### config.mk
export PLATFORM = sky130hd
export DESIGN_NAME = scrolling_text_display_feeder
export DESIGN_NICKNAME = d
export VERILOG_FILES = /design/src/sv/stdf_pkg.sv /design/src/sv/stdf_ram.sv /design/src/sv/scrolling_text_display_feeder.sv
export SDC_FILE = /design/constraint.sdc
export NUM_CORES = 1
export LEC_CHECK = 0
export ABC_AREA = 0
export CAP_MARGIN = 20
export CORE_MARGIN = 2
export CORE_UTILIZATION = 65
export DETAILED_ROUTE_END_ITERATION = 7
export DONT_BUFFER_PORTS = 1
export GPL_TIMING_DRIVEN = 0
export PLACE_DENSITY = 0.86
export SYNTH_ARGS = -nofsm -noshare
export SYNTH_HDL_FRONTEND = slang
export SYNTH_HIERARCHICAL = 1
export SYNTH_SLANG_ARGS = --single-unit
### constraint.sdc
create_clock -name clk_i -period 13.8 [get_ports clk_i]
set_input_delay 1.38 -clock clk_i [delete_from_list [all_inputs] [get_ports clk_i]]
set_output_delay 1.38 -clock clk_i [all_outputs]
set_load 0.01 [all_outputs]
### src/sv/stdf_pkg.sv
package stdf_pkg;

  // Default geometry of the display and the text store.
  localparam int DISPLAY_WIDTH_DEF = 16;
  localparam int TEXT_DEPTH_DEF    = 64;

  // Fixed field widths.
  localparam int TL_W     = 6;
  localparam int LP_W     = 8;
  localparam int IDX_W    = 6;
  localparam int CHAR_W   = 8;
  localparam int SAMPLE_W = 10;
  localparam int TICK_W   = 8;
  localparam int PROD_W   = 18;
  localparam int TL_MAX   = 63;

  // Configuration port geometry.
  localparam int APB_AW = 3;
  localparam int APB_DW = 32;

  // Display codes.
  localparam logic [CHAR_W-1:0] HOME_CMD   = 8'h80;
  localparam logic [CHAR_W-1:0] BLANK_CHAR = 8'h20;

  // Scroll period is floor(sample * SPEED_SCALE / SPEED_FULL) + PERIOD_BASE.
  localparam int SPEED_SCALE = 150;
  localparam int SPEED_FULL  = 1023;
  localparam int PERIOD_BASE = 50;

  // Register reset values.
  localparam logic [TL_W-1:0] TEXT_LENGTH_RST = 6'd26;
  localparam logic [LP_W-1:0] LED_PERIOD_RST  = 8'd100;

  typedef enum logic [1:0] {
    CMD_TICK  = 2'd0,
    CMD_LOAD  = 2'd1,
    CMD_PAUSE = 2'd2
  } cmd_e;

  typedef enum logic {
    REG_TEXT_LENGTH = 1'b0,
    REG_LED_PERIOD  = 1'b1
  } reg_e;

  typedef struct packed {
    logic [1:0]          command;
    logic [SAMPLE_W-1:0] speed_sample;
    logic [IDX_W-1:0]    char_index;
    logic [CHAR_W-1:0]   char_value;
  } stdf_in_t;

  typedef struct packed {
    logic              lcd_valid;
    logic [CHAR_W-1:0] lcd_byte;
    logic              led;
  } stdf_out_t;

endpackage

### src/sv/stdf_ram.sv
module stdf_ram #(
  parameter int WIDTH = 8,
  parameter int DEPTH = 64,
  localparam int AW = (DEPTH > 1) ? $clog2(DEPTH) : 1
) (
  input  logic             clk_i,
  input  logic             we_i,
  input  logic [AW-1:0]    waddr_i,
  input  logic [WIDTH-1:0] wdata_i,
  input  logic             re_i,
  input  logic [AW-1:0]    raddr_i,
  output logic [WIDTH-1:0] rdata_o
);

  logic [WIDTH-1:0] mem_q [DEPTH];
  logic [WIDTH-1:0] rdata_q;

  // Write port and registered read port; the read data holds between reads.
  always_ff @(posedge clk_i) begin
    if (we_i) begin
      mem_q[waddr_i] <= wdata_i;
    end
    if (re_i) begin
      rdata_q <= mem_q[raddr_i];
    end
  end

  assign rdata_o = rdata_q;

endmodule

### src/sv/scrolling_text_display_feeder.sv
// Scrolling text feeder for a character display.
// Input channel (in_valid_i/in_ready_o, in_data_i): one beat carries a command.
// A tick produces exactly one result beat; a load writes one character into
// the text store and a pause toggle freezes or resumes scrolling, neither giving a result.
// Output channel (out_valid_o/out_ready_i, out_data_o): one beat per tick with
// the display byte (or none, flagged by lcd_valid) and the LED level.
// A tick's result passes through the read stage, where the text store is read,
// and then through the output register.
// Throughput: one beat per cycle while the receiver takes results and no remainder
// pass runs; the state update of a tick completes in the cycle it is accepted, and
// the text store's write and read ports serve either one load or one tick read per cycle.
// Writing text_length starts a remainder pass over the scroll offset, with one
// restoring step per offset bit, during which no beat is accepted.
// Reset clears the scroll, column and LED counters and restores the register
// defaults; the text store is not cleared and must be loaded before use.
// When the receiver stalls, the output register holds its beat, one more tick
// waits in the read stage, and in_ready_o then falls until the beat is taken.
module scrolling_text_display_feeder #(
  parameter int DISPLAY_WIDTH = stdf_pkg::DISPLAY_WIDTH_DEF,
  parameter int TEXT_DEPTH    = stdf_pkg::TEXT_DEPTH_DEF
) (
  input  logic                          clk_i,
  input  logic                          rst_ni,
  input  logic                          in_valid_i,
  output logic                          in_ready_o,
  input  stdf_pkg::stdf_in_t            in_data_i,
  output logic                          out_valid_o,
  input  logic                          out_ready_i,
  output stdf_pkg::stdf_out_t           out_data_o,
  input  logic                          psel,
  input  logic                          penable,
  input  logic                          pwrite,
  input  logic [stdf_pkg::APB_AW-1:0]   paddr,
  input  logic [stdf_pkg::APB_DW-1:0]   pwdata,
  output logic [stdf_pkg::APB_DW-1:0]   prdata,
  output logic                          pready
);

  import stdf_pkg::*;

  localparam int COL_W      = $clog2(DISPLAY_WIDTH + 1);
  localparam int CYC_W      = $clog2(TL_MAX + DISPLAY_WIDTH);
  localparam int STEP_W     = (CYC_W > 1) ? $clog2(CYC_W) : 1;
  localparam int AW         = (TEXT_DEPTH > 1) ? $clog2(TEXT_DEPTH) : 1;
  localparam int WRAP_W     = ((AW > IDX_W) ? AW : IDX_W) + 1;
  localparam int WRAP_STEPS = ((1 << IDX_W) + TEXT_DEPTH - 1) / TEXT_DEPTH;
  localparam logic [COL_W-1:0] COL_LAST  = COL_W'(DISPLAY_WIDTH);
  localparam logic [CYC_W-1:0] CYC_EXTRA = CYC_W'(DISPLAY_WIDTH - 1);

  // Wraps a text position into the store depth by repeated subtraction.
  function automatic logic [AW-1:0] wrap_index(input logic [IDX_W-1:0] idx);
    logic [WRAP_W-1:0] v;
    v = WRAP_W'(idx);
    for (int i = 0; i < WRAP_STEPS; i++) begin
      if (v >= WRAP_W'(TEXT_DEPTH)) begin
        v = v - WRAP_W'(TEXT_DEPTH);
      end
    end
    return v[AW-1:0];
  endfunction

  // Configuration registers.
  logic [TL_W-1:0] text_length_q;
  logic [LP_W-1:0] led_period_q;
  logic            cfg_we;
  logic            cfg_tl_we;

  // Scroll and display state.
  logic [CYC_W-1:0]  offset_q, offset_d;
  logic [COL_W-1:0]  col_q, col_d;
  logic              fill_q, fill_d;
  logic              moving_q, moving_d;
  logic [TICK_W-1:0] scroll_q, scroll_d;
  logic [TICK_W-1:0] ledt_q, ledt_d;
  logic              led_q, led_d;

  // Offset remainder pass.
  logic                norm_busy_q;
  logic [STEP_W-1:0]   norm_step_q;
  logic [CYC_W-1:0]    norm_rem_q;
  logic [2*CYC_W-1:0]  norm_div;
  logic                norm_ge;
  logic [CYC_W-1:0]    norm_rem_next;
  logic                norm_done;

  // Read stage and output register.
  logic              s1_valid_q;
  logic              s1_lcd_valid_q;
  logic              s1_text_q;
  logic [CHAR_W-1:0] s1_byte_q;
  logic              s1_led_q;
  logic              s1_adv;
  logic              out_valid_q;
  stdf_out_t         out_q;

  // Handshake and per-tick datapath.
  logic              in_fire;
  logic              tick_fire;
  logic              load_fire;
  logic [CYC_W-1:0]  cycle_len;
  logic [CYC_W:0]    pos_sum;
  logic [CYC_W:0]    pos_wide;
  logic [CYC_W-1:0]  pos;
  logic              pos_text;
  logic              disp_valid;
  logic              disp_text;
  logic [CHAR_W-1:0] disp_byte;
  logic [PROD_W-1:0] speed_prod;
  logic [PROD_W-1:0] speed_lim;
  logic              scroll_hit;
  logic [CYC_W-1:0]  offset_inc;
  logic              led_hit;
  logic [CHAR_W-1:0] ram_rdata;

  assign cycle_len = CYC_W'(text_length_q) + CYC_EXTRA;

  // Configuration port: always ready, writes on the access phase.
  assign pready    = 1'b1;
  assign cfg_we    = psel && penable && pwrite && pready;
  assign cfg_tl_we = cfg_we && (paddr[2] == REG_TEXT_LENGTH);

  always_ff @(posedge clk_i or negedge rst_ni) begin
    if (!rst_ni) begin
      text_length_q <= TEXT_LENGTH_RST;
      led_period_q  <= LED_PERIOD_RST;
    end else if (cfg_we) begin
      case (paddr[2])
        REG_TEXT_LENGTH: text_length_q <= pwdata[TL_W-1:0];
        REG_LED_PERIOD:  led_period_q  <= pwdata[LP_W-1:0];
        default: ;
      endcase
    end
  end

  always_comb begin
    case (paddr[2])
      REG_TEXT_LENGTH: prdata = APB_DW'(text_length_q);
      REG_LED_PERIOD:  prdata = APB_DW'(led_period_q);
      default:         prdata = '0;
    endcase
  end

  // Input handshake: a beat enters when no remainder pass runs and the read stage is free or moving on.
  assign s1_adv     = s1_valid_q && (!out_valid_q || out_ready_i);
  assign in_ready_o = !norm_busy_q && (!s1_valid_q || s1_adv);
  assign in_fire    = in_valid_i && in_ready_o;
  assign tick_fire  = in_fire && (in_data_i.command == CMD_TICK);
  assign load_fire  = in_fire && (in_data_i.command == CMD_LOAD);

  // Window position of the current column, kept below the cycle length.
  assign pos_sum  = {1'b0, offset_q} + (CYC_W + 1)'(col_q);
  assign pos_wide = (pos_sum >= {1'b0, cycle_len}) ? pos_sum - {1'b0, cycle_len} : pos_sum;
  assign pos      = pos_wide[CYC_W-1:0];
  assign pos_text = pos < CYC_W'(text_length_q);

  // Scroll test: count+1 reaches the period exactly when
  // sample*150 < (count-48)*1023 with count at least 49.
  assign speed_prod = PROD_W'(in_data_i.speed_sample) * PROD_W'(SPEED_SCALE);
  assign speed_lim  = PROD_W'(scroll_q - TICK_W'(PERIOD_BASE - 2)) * PROD_W'(SPEED_FULL);
  assign scroll_hit = (scroll_q >= TICK_W'(PERIOD_BASE - 1)) && (speed_prod < speed_lim);

  assign offset_inc = offset_q + CYC_W'(1);
  assign led_hit    = ((TICK_W + 1)'(ledt_q) + (TICK_W + 1)'(1)) >= (TICK_W + 1)'(led_period_q);

  // Next state: a tick's display, scroll and LED steps, in that order, or a pause toggle.
  always_comb begin
    offset_d   = offset_q;
    col_d      = col_q;
    fill_d     = fill_q;
    moving_d   = moving_q;
    scroll_d   = scroll_q;
    ledt_d     = ledt_q;
    led_d      = led_q;
    disp_valid = 1'b0;
    disp_text  = 1'b0;
    disp_byte  = '0;
    if (in_fire) begin
      case (in_data_i.command)
        CMD_TICK: begin
          if (col_q == COL_LAST) begin
            fill_d     = 1'b0;
            col_d      = '0;
            disp_valid = 1'b1;
            disp_byte  = HOME_CMD;
          end else if (fill_q) begin
            disp_valid = 1'b1;
            disp_text  = pos_text;
            disp_byte  = pos_text ? '0 : BLANK_CHAR;
            col_d      = col_q + COL_W'(1);
          end
          if (scroll_hit) begin
            scroll_d = '0;
            if (moving_q) begin
              fill_d   = 1'b1;
              offset_d = (offset_inc >= cycle_len) ? '0 : offset_inc;
            end
          end else begin
            scroll_d = scroll_q + TICK_W'(1);
          end
          if (led_hit) begin
            ledt_d = '0;
            led_d  = !led_q;
          end else begin
            ledt_d = ledt_q + TICK_W'(1);
          end
        end
        CMD_PAUSE: moving_d = !moving_q;
        default: ;
      endcase
    end
  end

  // Remainder pass: one restoring step per cycle, from the top bit down.
  assign norm_div      = (2 * CYC_W)'(cycle_len) << norm_step_q;
  assign norm_ge       = (2 * CYC_W)'(norm_rem_q) >= norm_div;
  assign norm_rem_next = norm_ge ? norm_rem_q - norm_div[CYC_W-1:0] : norm_rem_q;
  assign norm_done     = norm_busy_q && (norm_step_q == '0);

  always_ff @(posedge clk_i or negedge rst_ni) begin
    if (!rst_ni) begin
      norm_busy_q <= 1'b0;
      norm_step_q <= '0;
    end else if (cfg_tl_we) begin
      norm_busy_q <= 1'b1;
      norm_step_q <= STEP_W'(CYC_W - 1);
    end else if (norm_busy_q) begin
      norm_busy_q <= !norm_done;
      norm_step_q <= norm_step_q - STEP_W'(1);
    end
  end

  always_ff @(posedge clk_i) begin
    if (cfg_tl_we) begin
      norm_rem_q <= offset_q;
    end else if (norm_busy_q) begin
      norm_rem_q <= norm_rem_next;
    end
  end

  // Scroll, display and LED state.
  always_ff @(posedge clk_i or negedge rst_ni) begin
    if (!rst_ni) begin
      offset_q <= '0;
      col_q    <= '0;
      fill_q   <= 1'b1;
      moving_q <= 1'b1;
      scroll_q <= '0;
      ledt_q   <= '0;
      led_q    <= 1'b0;
    end else begin
      offset_q <= norm_done ? norm_rem_next : offset_d;
      col_q    <= col_d;
      fill_q   <= fill_d;
      moving_q <= moving_d;
      scroll_q <= scroll_d;
      ledt_q   <= ledt_d;
      led_q    <= led_d;
    end
  end

  // Text store: one load or one tick read per cycle.
  stdf_ram #(
    .WIDTH (CHAR_W),
    .DEPTH (TEXT_DEPTH)
  ) u_text_ram (
    .clk_i   (clk_i),
    .we_i    (load_fire),
    .waddr_i (wrap_index(in_data_i.char_index)),
    .wdata_i (in_data_i.char_value),
    .re_i    (tick_fire && disp_text),
    .raddr_i (wrap_index(pos[IDX_W-1:0])),
    .rdata_o (ram_rdata)
  );

  // Read stage: waits for the text byte alongside the tick's other results.
  always_ff @(posedge clk_i or negedge rst_ni) begin
    if (!rst_ni) begin
      s1_valid_q <= 1'b0;
    end else if (tick_fire) begin
      s1_valid_q <= 1'b1;
    end else if (s1_adv) begin
      s1_valid_q <= 1'b0;
    end
  end

  always_ff @(posedge clk_i) begin
    if (tick_fire) begin
      s1_lcd_valid_q <= disp_valid;
      s1_text_q      <= disp_text;
      s1_byte_q      <= disp_byte;
      s1_led_q       <= led_d;
    end
  end

  // Output register.
  always_ff @(posedge clk_i or negedge rst_ni) begin
    if (!rst_ni) begin
      out_valid_q <= 1'b0;
    end else if (s1_adv) begin
      out_valid_q <= 1'b1;
    end else if (out_ready_i) begin
      out_valid_q <= 1'b0;
    end
  end

  always_ff @(posedge clk_i) begin
    if (s1_adv) begin
      out_q.lcd_valid <= s1_lcd_valid_q;
      out_q.lcd_byte  <= s1_text_q ? ram_rdata : s1_byte_q;
      out_q.led       <= s1_led_q;
    end
  end

  assign out_valid_o = out_valid_q;
  assign out_data_o  = out_q;

endmodule

Word-level counts from Yosys, hierarchy flattened
Memories as Yosys holds them, arrays and structs flattened. A register that Yosys moved wholly into a read port is not among the register bits.
Index checks and enable logic that the tools add are counted.
{ "classes": {"n_div": 0, "n_eq_ne": 3, "n_addsub": 11, "order_cmp": 7, "n_reduce_logical": 36, "mul": 2, "muxes": 41, "n_bitwise": 4, "shift": 1} }
{ "op_table": {"columns": ["op", "n"], "rows": [
  ["two-way mux 7 bit", 10],
  ["one-hot mux 32 bit (2 select lines)", 1],
  ["two-way mux 8 bit", 4],
  ["two-way mux 1 bit", 20],
  ["< comparator 18 bit", 1],
  ["multiplier 9 x 11 -> 18 bit (second input constant)", 1],
  ["multiplier 10 x 7 -> 17 bit (second input constant)", 1],
  ["adder 8 x 1 -> 8 bit (second input constant)", 2],
  ["nonzero test 2 bit", 8],
  [">= comparator 7 x 14 -> 1 bit", 1],
  ["<< shifter 7 x 3 -> 14 bit", 1],
  ["subtractor 7 bit", 2],
  ["two-way mux 6 bit", 2],
  ["logical AND 1 bit", 11],
  ["two-way mux 5 bit", 2],
  ["adder 8 x 1 -> 9 bit (second input constant)", 1],
  [">= comparator 9 x 8 -> 1 bit", 1],
  ["subtractor 8 x 6 -> 9 bit (second input constant)", 1],
  ["adder 7 x 5 -> 8 bit", 1],
  [">= comparator 8 x 6 -> 1 bit (second input constant)", 1],
  [">= comparator 8 x 7 -> 1 bit", 1],
  ["AND reduction 2 bit", 4],
  ["adder 6 x 4 -> 7 bit (second input constant)", 1],
  ["adder 7 x 1 -> 7 bit (second input constant)", 1],
  ["other kinds (16)", 26]
]} }
{ "totals": {"latchBits": 0, "inputBits": 68, "wordCells": 128, "rom_bits": 0, "register_bits": 79, "memories": 1, "ramBits": 512} }
{ "memory_table": {"columns": ["memory", "depth", "width", "read_ports", "rd_ports_with_merged_regs", "write_ports", "line_no", "source"], "rows": [
  ["u_text_ram.mem_q", 64, 8, 1, 1, 1, "stdf_ram.sv:15", "logic [WIDTH-1:0] mem_q [DEPTH];"]
]} }

Logic depth before layout (Yosys ltp)
{ "logic_depth": {"word_depth": 9, "ltp_mapped": 28, "ltp_nobuf": 27} }

Modules after synthesis
The synthesis kept the hierarchy.
{ "by_module_without_submodules": {"columns": ["module", "area_per_inst_um2", "cells_each", "n_inst", "seq_area_each_um2"], "rows": [
  ["stdf_ram", 20246.9, 940, 1, 15615.0],
  ["scrolling_text_display_feeder", 8938.6, 983, 1, 1946.9]
]} }

Worst setup path before layout
Ideal clock, no wire load.
{ "synth_timing": {"path_kind": "reg2reg", "start": "register scroll_q[0]", "end": "register offset_q[6]", "period_less_slack_ns": 6.405, "arrival_ns": 6.265, "path_slack_ns": 7.395, "path_stages_with_launch": 27, "cell_sequence": "dfrtp_1 > fa_1 > inv_1 > fa_1 > inv_1 > ha_1 > inv_1 > fa_1 > inv_1 > ha_1 > ha_1 > fa_1 > a21o_1 > a21oi_1 > nor2_1 > o41a_1 > a41oi_1 > nand2b_1 > xnor2_1 > ha_1 > or4_1 > a21oi_1 > nand4b_1 > a21oi_1 > o22ai_1 > a22oi_1 > mux2i_1"} }
{ "synth_via": {"elab_chain_cells": 6} }
{ "synth_rtl": {"columns": ["element", "line_no", "source"], "rows": [
  ["start, declared", "scrolling_text_display_feeder.sv:73", "logic [TICK_W-1:0] scroll_q, scroll_d;"],
  ["start signal, assigned", "scrolling_text_display_feeder.sv:255", "scroll_q <= scroll_d;"],
  ["subtractor 8 x 6 -> 9 bit", "scrolling_text_display_feeder.sv:159", "assign speed_lim = PROD_W'(scroll_q - TICK_W'(PERIOD_BASE - 2)) * PROD_W'(SPEED_FULL);"],
  ["multiplier 9 x 11 -> 18 bit", "scrolling_text_display_feeder.sv:159", null],
  ["< comparator 18 bit", "scrolling_text_display_feeder.sv:160", "assign scroll_hit = (scroll_q >= TICK_W'(PERIOD_BASE - 1)) && (speed_prod < speed_lim);"],
  ["logical AND 1 bit (*)", "scrolling_text_display_feeder.sv:160", null],
  ["nonzero test 2 bit (no source line) (*)", null, null],
  ["AND reduction 4 bit (no source line) (*)", null, null],
  ["end signal, assigned", "scrolling_text_display_feeder.sv:251", "offset_q <= norm_done ? norm_rem_next : offset_d;"],
  ["end, declared", "scrolling_text_display_feeder.sv:69", "logic [CYC_W-1:0] offset_q, offset_d;"]
]} }
Mark *: on every way between the ends. The rest lies on a longest branch, timed or not.
A chain may end at the register's enable or synchronous reset.

Final worst setup path
{ "layout_timing": {"start": "register scroll_q[4]", "end": "register offset_q[0]"} }
Same word-level chain as after synthesis.

==> results.sh <==
export IMPL_path_buf_inv=3
export IMPL_grt_pass1_vias=18152
export IMPL_met3_usage_pct=7.82
export IMPL_yosysWarnings=6
export IMPL_overflow=0
export IMPL_core_area_um2=44200
export IMPL_fin_nets=2269
export IMPL_fin_ws_ns=6.23
export IMPL_critPathLaunchType="flip-flop"
export IMPL_max_slew_margin_pct=21.5
export IMPL_max_freq_ghz=0.132
export IMPL_gr_usage_met2_pct=52.9
export IMPL_period_share_pct=54.9
export IMPL_numCtsBuffers=57
export IMPL_fin_crit_ns=7.57
export IMPL_ctsResizeCount=0
export IMPL_grt_start_max_net_pins=65
export IMPL_worst_pin_slew_ns=1.17
export IMPL_place_hpwl_um=46200
export IMPL_use_met1_pct=39.6
export IMPL_path_delay_family="adder cells"
export IMPL_drc=0
export IMPL_synthArstFlopShare_pct=8.60
export IMPL_synthCells=1923
export IMPL_drt_initial_drc_count=2346
export IMPL_routedWlPerCell_um=27.4
export IMPL_synth_edf_count=542
export IMPL_rsz0062_at_grt="no"
export IMPL_worst_setup_path_end_kind="flip-flop"
export IMPL_crit_fanout=7
export IMPL_path_common_cell="ha_1"
export IMPL_status="complete, no violations"
export IMPL_die_y_um=216
export IMPL_synthTopCellsByArea="edfxtp_1, mux4_2, ha_1"
export IMPL_synth_area_um2=29200
export IMPL_synthSimpleGateAreaFrac_pct=6.75
export IMPL_synth_cell_type_count=82
export IMPL_busiest_layer="met2"
export IMPL_cts_root_buf="clkbuf_16"
export IMPL_cts_max_level=2
export IMPL_postCtsSetupBuffers=0
export IMPL_maxCapViolations=0
export IMPL_drive_above_1_share_pct=17.3
export IMPL_route_vias_total=17941
export IMPL_cts_path_max_buffers=3
export IMPL_synthFlopType="edfxtp_1"
export IMPL_gp_congestion=0.962
export IMPL_hp_class="flip-flop to flip-flop"
export IMPL_ys_seq_area_share_pct=60.2
export IMPL_ctsHoldBuffers=0
export IMPL_synth_fa_ha_area_share_pct=9.12
export IMPL_synth_seq_cells=593
export IMPL_ant_nets=0
export IMPL_yosysTopAreaCell="edfxtp_1"
export IMPL_reg2reg_setup_slack_ns=6.23
export IMPL_vias_per_cell=6.77
export IMPL_synth_compound_area_share_pct=5.62
export IMPL_slew_violations=0
export IMPL_critPathArrivalTime_ns=8.06
export IMPL_grt_pass1_wl_um=109000
export IMPL_num_rows=77
export IMPL_whs_ns=0.418
export IMPL_path_clk_slew_ns=0.07
export IMPL_cts_tree="built"
export IMPL_slowest_stage="a21oi_1"
export IMPL_pre_cts_ws_ns=6.36
export IMPL_avgSynthCellArea_um2=15.2
export IMPL_fin_setup_tns_ns=0
export IMPL_synth_top_family_by_area="multiplexers"
export IMPL_drtPass1Iterations=8
export IMPL_synth_xor_area_share_pct=1.98
export IMPL_pin_count=113
export IMPL_worstSetupPathType="flip-flop to flip-flop"
export IMPL_die_w_um=216
export IMPL_skew_ns=0.0397
export IMPL_clkSinkCount=593
export IMPL_required_ns=14.29
export IMPL_clkLatencyLatePin_ns=0.63
export IMPL_synth_area_mux_share_pct=12.6
export IMPL_antenna_found_initial=1
export IMPL_initial_core_util_pct=66.0
export IMPL_synth_top_area_share_pct=55.8
export IMPL_io_buffer_count=0
export IMPL_drt_total_wl_um=72600
export IMPL_fillerInstances=2534
export IMPL_finalSetupViolCount=0
export IMPL_final_hold_viol_count=0
export IMPL_die_area_um2=46600
export IMPL_slowest_delay_ns=0.61
export IMPL_gr_usage_all_layers_pct=31.6
export IMPL_area_growth_pct=9.83
==> sequential cells by signal, summed over array words and instances (netlist names), 2 cells and up <==
| register | cells |
|---|---|
| u_text_ram/mem_q | 512 |
| out_data_o | 10 |
| led_period_q | 8 |
| ledt_q | 8 |
| scroll_q | 8 |
| u_text_ram/rdata_o | 8 |
| norm_rem_q | 7 |
| offset_q | 7 |
| text_length_q | 6 |
| col_q | 5 |
| norm_step_q | 3 |
| s1_byte_q | 2 |
==> layout make-up <==
class	instances	area [µm²]	share of cell area, %
Clock inverter	47	554	1.73
Buffer	97	599	1.87
Antenna cell	1	2.50	0.00781
Timing Repair Buffer	3	20.0	0.0625
Tap cell	592	741	2.31
Multi-Input combinational cell	1130	10600	33.2
Inverter	126	473	1.48
Clock buffer	61	1460	4.56
Sequential cell	593	17600	54.8
==> synth_stat cells, types with 14 or more instances <==
| library cell | instances |
|---|---|
| nand2b_1 | 22 |
| a21o_1 | 19 |
| nor3_1 | 19 |
| xor2_1 | 23 |
| o22ai_1 | 16 |
| xnor2_1 | 43 |
| mux2_2 | 32 |
| mux2i_1 | 44 |
| clkbuf_1 | 32 |
| o21ai_0 | 39 |
| edfxtp_1 | 542 |
| nor2_1 | 137 |
| inv_1 | 125 |
| nand3_1 | 44 |
| nand2_1 | 76 |
| ha_1 | 160 |
| nor2b_1 | 32 |
| and3_1 | 14 |
| buf_4 | 38 |
| a21oi_1 | 55 |
| fa_1 | 33 |
| dfrtp_1 | 43 |
| mux4_2 | 127 |
==> layer usage <==
layer	up-vias	share of wire (%)
met4	0	4.9
met5	-	0
met3	281	11
met1	8930	35
met2	1254	49
li1	7476	-
==> placed cells by master (no fill, tap or decap), types with 39 or more instances in the layout <==
cell type,instances
edfxtp_1,542
nor2_1,137
ha_1,160
mux4_2,127
inv_1,125
a21oi_1,55
buf_4,39
o21ai_0,39
clkbuf_16,57
nand3_1,44
dfrtp_1,43
nand2_1,76
xnor2_1,43
mux2i_1,44
==> path summary, 6_finish.rpt <==
path,startpoint,to,cells after the start
worst max-delay path,scroll_q[4],offset_q[0],25
worst max register to register,scroll_q[4],offset_q[0],25
worst min register to register,s1_led_q,out_data_o[0],0
min in group asynchronous,rst_ni,led_period_q[7],0
max in group asynchronous,rst_ni,moving_q,0
worst min-delay path,s1_led_q,out_data_o[0],0
==> through the flow <==
stage / area (µm²) / instances / util (%)
after floorplan: 29300 / 1946 / -
after CTS: 32000 / 2647 / 72.5
final: 32100 / 2650 / 72.5
after global routing: 32100 / 2650 / 72.5
after detailed placement: 30000 / 2539 / 67.9
after global placement: 30000 / 2538 / 67.9
==> cell families after synthesis <==
kind of cell             after synthesis
flip-flops                           593
buffers and inverters                223
adder cells (fa/ha/maj)              193
XOR/XNOR                              66
AND/OR/NAND/NOR                      402
AO/OA/AOI/OAI                        239
multiplexers                         205
other                                  2
Power is left out: the tool's default activity adds up to more than one toggle a clock period on the data nets, which glitch-free logic cannot reach.
